==> src/hw/rtl/lltm_pkg.sv <==
// Package for the LCD line timing and mode unit: widths, timing constants,
// mode codes and the tick and result structs shared between the modules.
// No dependencies.
`default_nettype none

package lltm_pkg;

    localparam int unsigned CYCLE_W = 9;
    localparam int unsigned LINE_W  = 8;
    localparam int unsigned SUM_W   = 10;

    localparam logic [SUM_W-1:0]   LINE_CYCLES = 10'd456;
    localparam logic [LINE_W-1:0]  LAST_LINE   = 8'd153;
    localparam logic [LINE_W-1:0]  VBLANK_LINE = 8'd144;
    localparam logic [CYCLE_W-1:0] SCAN_END    = 9'd80;
    localparam logic [CYCLE_W-1:0] DRAW_END    = 9'd252;

    typedef enum logic [1:0] {
        MODE_HBLANK = 2'd0,
        MODE_VBLANK = 2'd1,
        MODE_SCAN   = 2'd2,
        MODE_DRAW   = 2'd3
    } lcd_mode_t;

    typedef struct packed {
        logic [7:0]        elapsed_cycles;
        logic              lcd_on;
        logic [7:0]        compare_line;
    } tick_t;

    typedef struct packed {
        logic [LINE_W-1:0] line_number;
        lcd_mode_t         lcd_mode;
        logic              line_match;
        logic              vblank_pulse;
        logic              render_request;
        logic [LINE_W-1:0] render_line;
    } result_t;

endpackage

`default_nettype wire

==> src/hw/rtl/lltm_input_stage.sv <==
// Input register of the LCD line timing unit: captures one tick transaction
// and holds it until the timing core takes it. Depends on lltm_pkg.
`default_nettype none

module lltm_input_stage
(
    input  wire logic            clk,
    input  wire logic            rst_n,
    input  wire logic            in_valid,
    output logic                 in_stall,
    input  wire lltm_pkg::tick_t tick_in,
    input  wire logic            take,
    output logic                 tick_valid,
    output lltm_pkg::tick_t      tick_out
);

    logic            valid_reg;
    logic            valid_next;
    lltm_pkg::tick_t tick_reg;
    logic            load;

    // Accept when empty or when the held tick moves on this cycle
    assign in_stall = valid_reg && !take;
    assign load     = in_valid && !in_stall;

    always_comb
    begin
        valid_next = valid_reg;
        if (load)
        begin
            valid_next = 1'b1;
        end
        else if (take)
        begin
            valid_next = 1'b0;
        end
    end

    always_ff @(posedge clk or negedge rst_n)
    begin
        if (!rst_n)
        begin
            valid_reg <= 1'b0;
        end
        else
        begin
            valid_reg <= valid_next;
        end
    end

    // Hold the payload; no reset needed
    always_ff @(posedge clk)
    begin
        if (load)
        begin
            tick_reg <= tick_in;
        end
    end

    assign tick_valid = valid_reg;
    assign tick_out   = tick_reg;

endmodule

`default_nettype wire

==> src/hw/rtl/lltm_timing_core.sv <==
// Timing core of the LCD line timing unit: cycle and line counters, match
// hold, and the result of one tick. Depends on lltm_pkg.
`default_nettype none

module lltm_timing_core
(
    input  wire logic            clk,
    input  wire logic            rst_n,
    input  wire logic            commit,
    input  wire lltm_pkg::tick_t tick,
    output lltm_pkg::result_t    result
);

    logic [lltm_pkg::CYCLE_W-1:0] cycle_reg;
    logic [lltm_pkg::CYCLE_W-1:0] cycle_next;
    logic [lltm_pkg::LINE_W-1:0]  line_reg;
    logic [lltm_pkg::LINE_W-1:0]  line_next;
    logic                         match_reg;
    logic                         match_next;
    logic [lltm_pkg::SUM_W-1:0]   sum;
    logic [lltm_pkg::SUM_W-1:0]   sum_wrapped;
    logic                         wrap;
    logic [lltm_pkg::LINE_W-1:0]  line_inc;

    // Add the elapsed cycles and detect the end of the line
    assign sum         = {1'b0, cycle_reg} + {2'b00, tick.elapsed_cycles};
    assign sum_wrapped = sum - lltm_pkg::LINE_CYCLES;
    assign wrap        = sum >= lltm_pkg::LINE_CYCLES;
    assign line_inc    = line_reg + 8'd1;

    always_comb
    begin
        cycle_next            = '0;
        line_next             = '0;
        match_next            = match_reg;
        result.line_number    = '0;
        result.lcd_mode       = lltm_pkg::MODE_HBLANK;
        result.line_match     = match_reg;
        result.vblank_pulse   = 1'b0;
        result.render_request = 1'b0;
        result.render_line    = '0;
        if (tick.lcd_on)
        begin
            // Advance the counters
            if (wrap)
            begin
                cycle_next = sum_wrapped[lltm_pkg::CYCLE_W-1:0];
                if (line_reg < lltm_pkg::VBLANK_LINE)
                begin
                    result.render_request = 1'b1;
                    result.render_line    = line_reg;
                end
                result.vblank_pulse = (line_inc == lltm_pkg::VBLANK_LINE);
                line_next = (line_inc > lltm_pkg::LAST_LINE) ? '0 : line_inc;
            end
            else
            begin
                cycle_next = sum[lltm_pkg::CYCLE_W-1:0];
                line_next  = line_reg;
            end

            // Pick the mode from the new position
            if (line_next >= lltm_pkg::VBLANK_LINE)
            begin
                result.lcd_mode = lltm_pkg::MODE_VBLANK;
            end
            else if (cycle_next < lltm_pkg::SCAN_END)
            begin
                result.lcd_mode = lltm_pkg::MODE_SCAN;
            end
            else if (cycle_next < lltm_pkg::DRAW_END)
            begin
                result.lcd_mode = lltm_pkg::MODE_DRAW;
            end
            else
            begin
                result.lcd_mode = lltm_pkg::MODE_HBLANK;
            end

            match_next         = (line_next == tick.compare_line);
            result.line_number = line_next;
            result.line_match  = match_next;
        end
    end

    // Update the timing state once per committed tick
    always_ff @(posedge clk or negedge rst_n)
    begin
        if (!rst_n)
        begin
            cycle_reg <= '0;
            line_reg  <= '0;
            match_reg <= 1'b0;
        end
        else if (commit)
        begin
            cycle_reg <= cycle_next;
            line_reg  <= line_next;
            match_reg <= match_next;
        end
    end

    a_line_range: assert property (@(posedge clk) disable iff (!rst_n)
        line_reg <= lltm_pkg::LAST_LINE)
        else $error("line counter beyond last line");

    a_cycle_range: assert property (@(posedge clk) disable iff (!rst_n)
        {1'b0, cycle_reg} < lltm_pkg::LINE_CYCLES)
        else $error("cycle counter beyond line length");

    a_vblank_line: assert property (@(posedge clk) disable iff (!rst_n)
        result.vblank_pulse |-> (result.line_number == lltm_pkg::VBLANK_LINE
                                 && result.lcd_mode == lltm_pkg::MODE_VBLANK))
        else $error("vertical blank pulse off line 144");

    a_render_visible: assert property (@(posedge clk) disable iff (!rst_n)
        result.render_request |-> (result.render_line < lltm_pkg::VBLANK_LINE
                                   && line_next == result.render_line + 8'd1))
        else $error("render request for a line that did not just finish");

endmodule

`default_nettype wire

==> src/hw/rtl/lltm_output_stage.sv <==
// Result register of the LCD line timing unit: holds one result transaction
// until the receiver takes it. Depends on lltm_pkg.
`default_nettype none

module lltm_output_stage
(
    input  wire logic              clk,
    input  wire logic              rst_n,
    input  wire logic              res_valid,
    output logic                   res_ready,
    input  wire lltm_pkg::result_t res_in,
    output logic                   out_valid,
    input  wire logic              out_stall,
    output lltm_pkg::result_t      res_out
);

    logic              valid_reg;
    logic              valid_next;
    lltm_pkg::result_t res_reg;
    logic              load;

    // Take a new result when empty or when the held one leaves this cycle
    assign res_ready = !valid_reg || !out_stall;
    assign load      = res_valid && res_ready;

    always_comb
    begin
        valid_next = valid_reg;
        if (load)
        begin
            valid_next = 1'b1;
        end
        else if (!out_stall)
        begin
            valid_next = 1'b0;
        end
    end

    always_ff @(posedge clk or negedge rst_n)
    begin
        if (!rst_n)
        begin
            valid_reg <= 1'b0;
        end
        else
        begin
            valid_reg <= valid_next;
        end
    end

    always_ff @(posedge clk)
    begin
        if (load)
        begin
            res_reg <= res_in;
        end
    end

    assign out_valid = valid_reg;
    assign res_out   = res_reg;

endmodule

`default_nettype wire

==> src/hw/rtl/lcd_line_timing_and_mode_unit.sv <==
// Top level of the LCD line timing and mode unit: input register, timing
// core and result register. Depends on lltm_pkg and the three lltm modules.
//
//   channel | handshake           | payload
//   --------+---------------------+---------------------------------------
//   in      | in_valid / in_stall | elapsed_cycles, lcd_on, compare_line
//   out     | out_valid/out_stall | line_number, lcd_mode, line_match,
//           |                     | vblank_pulse, render_request, render_line
//
// One tick per cycle while the output does not stall; a tick is held in the
// input register, and its result is registered in the result register. The
// rate is set by the combinational add, compare and wrap in the timing core.
// Reset clears the cycle counter, line counter and match flag, and empties
// both registers. A stalled output holds the result register; a full input
// register then stalls the input side.
`default_nettype none

module lcd_line_timing_and_mode_unit
(
    input  wire logic       clk,
    input  wire logic       rst_n,
    input  wire logic       in_valid,
    output logic            in_stall,
    input  wire logic [7:0] elapsed_cycles,
    input  wire logic       lcd_on,
    input  wire logic [7:0] compare_line,
    output logic            out_valid,
    input  wire logic       out_stall,
    output logic [7:0]      line_number,
    output logic [1:0]      lcd_mode,
    output logic            line_match,
    output logic            vblank_pulse,
    output logic            render_request,
    output logic [7:0]      render_line
);

    lltm_pkg::tick_t   tick_in;
    lltm_pkg::tick_t   tick_held;
    lltm_pkg::result_t res_core;
    lltm_pkg::result_t res_out;
    logic              tick_valid;
    logic              res_ready;
    logic              commit;

    assign tick_in.elapsed_cycles = elapsed_cycles;
    assign tick_in.lcd_on         = lcd_on;
    assign tick_in.compare_line   = compare_line;

    // Move a tick into the result register when there is room
    assign commit = tick_valid && res_ready;

    lltm_input_stage u_input
    (
        .clk        (clk),
        .rst_n      (rst_n),
        .in_valid   (in_valid),
        .in_stall   (in_stall),
        .tick_in    (tick_in),
        .take       (commit),
        .tick_valid (tick_valid),
        .tick_out   (tick_held)
    );

    lltm_timing_core u_core
    (
        .clk    (clk),
        .rst_n  (rst_n),
        .commit (commit),
        .tick   (tick_held),
        .result (res_core)
    );

    lltm_output_stage u_output
    (
        .clk       (clk),
        .rst_n     (rst_n),
        .res_valid (tick_valid),
        .res_ready (res_ready),
        .res_in    (res_core),
        .out_valid (out_valid),
        .out_stall (out_stall),
        .res_out   (res_out)
    );

    assign line_number    = res_out.line_number;
    assign lcd_mode       = res_out.lcd_mode;
    assign line_match     = res_out.line_match;
    assign vblank_pulse   = res_out.vblank_pulse;
    assign render_request = res_out.render_request;
    assign render_line    = res_out.render_line;

endmodule

`default_nettype wire

==> config.mk <==
export PLATFORM = sky130hd
export DESIGN_NAME = lcd_line_timing_and_mode_unit
export DESIGN_NICKNAME = d
export VERILOG_FILES = /design/src/hw/rtl/lltm_pkg.sv /design/src/hw/rtl/lltm_input_stage.sv /design/src/hw/rtl/lltm_timing_core.sv /design/src/hw/rtl/lltm_output_stage.sv /design/src/hw/rtl/lcd_line_timing_and_mode_unit.sv
export SDC_FILE = /design/constraint.sdc
export NUM_CORES = 1
export LEC_CHECK = 0
export BUFFER_PORTS_ARGS = -buffer_cell sky130_fd_sc_hd__buf_2
export CAP_MARGIN = 10
export CORE_MARGIN = 8
export CORE_UTILIZATION = 38
export CTS_BUF_LIST = sky130_fd_sc_hd__clkbuf_8
export DETAILED_ROUTE_END_ITERATION = 12
export GPL_TIMING_DRIVEN = 0
export MAX_ROUTING_LAYER = met4
export SLEW_MARGIN = 20
export SYNTH_ARGS = -nofsm -noshare
export SYNTH_HDL_FRONTEND = slang
export SYNTH_HIERARCHICAL = 1
export SYNTH_SLANG_ARGS = --single-unit
==> constraint.sdc <==
create_clock -name clk -period 2.9 [get_ports clk]
set_clock_uncertainty 0.05 [all_clocks]
set_input_delay 0 -clock clk [delete_from_list [all_inputs] [get_ports clk]]
set_output_delay 0 -clock clk [all_outputs]
set_load 0.01 [all_outputs]
==> metrics.md <==
| Metric | Value |
|---|---|
| Startpoint Class | `flop` |
| Ys flop type | `edfxtp_1` |
| TritonCTS Sinks | `58` |
| Routed WL per cell | `18.02 um` |
| DP Worst Slack | `-0.5537 ns` |
| Top-level I/O count | `44` |
| Worst reg2reg setup slack | `-0.30 ns` |
| Status | `complete, but fails checks` |
| WP buf/inv | `3` |
| Max Used Layer | `met4` |
| Finished Cell Area | `5369 um2` |
| Worst-Margin Slew | `0.8438 ns` |
| Total GRT Usage | `0.1703` |
| Power share of the combinational group | `0.568` |
| Period utilization | `1.103` |
| Layout cell share with drive strength beyond 1 | `0.3868` |
| IO buf count | `43` |
| Peak VDD IR | `0.4065 mV` |
| Placed insts | `554` |
| Area growth syn-to-layout | `39.54%` |
| Vias in the first global route | `3,381` |
| P_int | `2715 uW` |
| Core area | `9819 um2` |
| Vias/cell | `5.670` |
| Crit end category | `flop` |
| P per Cell Area | `844.1 nW/um2` |
| Row count | `36` |
| Final Util | `0.5468` |
| Final min period | `3.200 ns` |
| Slew margin rel. | `0.4375` |
| Final setup vio count | `32` |
| Clock power share | `0.190` |
| Cell area after synthesis | `3847 um2` |
| Ranking of synthesized cells by area | `edfxtp_1 30%, dfrtp_1 13%, ha_1 3.9%` |
| Sequential element share of the synthesized area | `0.4267` |
| Cell Area, Placed | `4269 um2` |
| First DRT Iteration DRCs | `324` |
| Final antenna diode count | `0` |
| Final Hold Vio Count | `0` |
| Synth cell types | `80` |
| CP Cell Sequence | `ha_2 > inv_2 > fa_2 > nor2b_2 > o2111a_2 > or3_4 > nand2_2 > o41ai_4 > buf_4 > mux2i_2 > nand2b_4 > inv_2 > mux2_2` |
| DIE HEIGHT | `116.6 um` |
| Starting density of the core | `0.3918` |
| Share of the synthesized area in the top cell type | `0.2966` |
| Die W | `116.6 um` |
| Power, Total | `4532 uW` |
| Via count | `3,510` |
| Crit path kind | `reg2reg` |
| HP Class | `in2async` |
| Worst setup margin | `-0.2998 ns` |
| Max Freq | `312.5 MHz` |
| CTS H-tree lvls | `3` |
| Clk Latency, worst-skew pair | `0.35 ns` |
| CP max stage delay | `0.45 ns` |
| Initial antenna violation count | `0` |
| RePlAce Congestion | `0.8960` |
| Yosys warns | `6` |
| Post-synth EDFFs | `38` |
| Met3 WL post-DR | `771 um` |
| GR Overflow Total | `0` |
| Cell accounting for the most synthesized area | `edfxtp_1` |
| Sequential share of power | `0.242` |
| Final Non-Filler Cells | `619` |
| Max-Cap Viols | `0` |
| Wl on met1 | `5062 um` |
| Pin count of the biggest net entering global routing | `22` |
| Nets@finish | `515` |
| Switching power | `1817 uW` |
| Failing checks | `negative setup slack` |
| Slew Viols, Final | `0` |
| First-pass GRT wire length | `17,350 um` |
| Average size of a mapped cell | `10.18 um2` |
| Leakage | `0.002079 uW` |
| Syn Inst Count | `378` |
| Share of synthesized flip-flops with an asynchronous set or reset | `0.3448` |
| Crit path top cell by count | `inv_2` |
| Top cell family by delay on the critical path | `compound AO/OA/AOI/OAI gates` |
| Crit-path max FO | `5` |
| Drt pass-1 iters | `5` |
| Die ar. | `13,600 um2` |
| Routed wire length | `11,150 um` |
| CP Data Required Time | `3.07 ns` |
| CTS tree | `built` |
| RSZ-0062 raised after global routing | `yes` |
| Root cell of the clock tree | `clkbuf_8` |
| Num CTS Buffers | `9` |
| Met2 wire len | `5122 um` |
| Flip-flop count of the largest register after layout | `21` |
| Crit path max-delay cell type | `o41ai_4` |
| Clock transition at path regs | `0.09 ns` |
| Clk buf depth | `2` |
| ANT nets after route | `0` |
| Fill cells | `875` |
| Syn nets | `412` |
| Detailed Place HPWL | `7319 um` |
| Net Sw Frac | `0.4009` |
| FF+latch count, synth | `58` |
| Worst endpoint data arrival time | `3.37 ns` |
| Residual DRC | `0` |
## path summary, 6_finish.rpt
path / from / endpoint / cells past startpoint
worst max-delay path: u_core/cycle_reg[0] / u_core/line_reg[7] / 13
worst min-delay path: rst_n / u_output/out_valid / 2
worst max register to register: u_core/cycle_reg[0] / u_core/line_reg[7] / 13
worst min register to register: u_core/match_reg / u_core/match_reg / 2
max in group asynchronous: rst_n / u_core/cycle_reg[6] / 2
min in group clk: compare_line[6] / u_input/tick_out[6] / 2
## power groups by stage
stage	combinational (uW)	sequential [uW]	clock (uW)
3_3_place_gp	1660	1110	0
5_1_grt	2740	1110	910
3_5_place_dp	1670	1110	0
4_1_cts	2310	1100	876
6_report	2580	1100	860
2_1_floorplan	1300	1100	0
## layout by cell type, fill, tap and decap left out, drive strengths merged, types with 13 or more instances in the layout
cell type	count
a21oi	21
and2	13
buf	85
clkbuf	19
dfrtp	20
dlygate4sd3	20
edfxtp	38
inv	20
nand2	22
nand3	14
nor2	22
o21ai	14
## per-stage QoR
step | TNS, ns | hold WS (ns)
after detailed placement | -8.991 | -0.03853
after global placement | -7.457 | -0.04125
after CTS | -2.876 | 0.1106
after global routing | -8.718 | 0.1345
after floorplan | -0.06675 | -0.3456
final | -4.907 | 0.1039
## worst reg2reg max path, cell delays in order, from the launching register on
cell	delay, ns
dfrtp_1	0.35
ha_2	0.20
inv_2	0.04
fa_2	0.35
nor2b_2	0.16
o2111a_2	0.29
or3_4	0.15
nand2_2	0.13
o41ai_4	0.45
buf_4	0.23
mux2i_2	0.23
nand2b_4	0.17
inv_2	0.04
mux2_2	0.25
## synthesized netlist by cell type, types with 10 or more instances
cell type  count
nor2_1        22
nand2_1       22
and2_1        12
xnor2_1       10
a21oi_1       18
buf_2         10
nand3_1       14
ha_1          12
edfxtp_1      38
clkbuf_1      10
inv_1         19
dfrtp_1       20
## cell type report
type                            instances  area (um2)  share of cell area
Multi-Input combinational cell        278        2452              0.4568
Sequential cell                        58        1642              0.3058
Timing Repair Buffer                   94       684.4              0.1275
Tap cell                              133       166.4             0.03100
Buffer                                 21       127.6             0.02377
Clock buffer                            9       123.9             0.02307
Clock inverter                          7       101.3             0.01888
Inverter                               19       71.32             0.01328
## what timing repair did
| item | 4_1_cts | 5_1_grt |
|---|---|---|
| pin swaps | 32 | 13 |
| hold buffers | 20 | 0 |
| endpoints found under the hold margin | 39 | 0 |
| gates resized for setup | 68 | 27 |
| setup buffers | 23 | 8 |
| setup endpoints to repair | 34 | 35 |
| cloned | 0 | 1 |
## metal layers
metal  vias to the layer above  global-route usage
met5                         -                   -
met4                         0             0.06058
met3                        16             0.03154
met2                       176              0.2604
met1                      1676              0.2215
li1                       1642                   -
## cells by family (layout without fill, tap and decap cells)
family / after synthesis / after routing / share of synthesized area
DFF: 58 / 58 / 0.4267
AOI/OAI and AO/OA: 109 / 109 / 0.2234
and+or+nand+nor: 129 / 129 / 0.1867
xor gates and xnor gates: 13 / 13 / 0.03317
adders and majority gates: 13 / 13 / 0.04423
muxes: 14 / 14 / 0.03935
buffers and inverters: 42 / 150 / 0.04650
No activity file was read; power rests on OpenSTA's default activity.
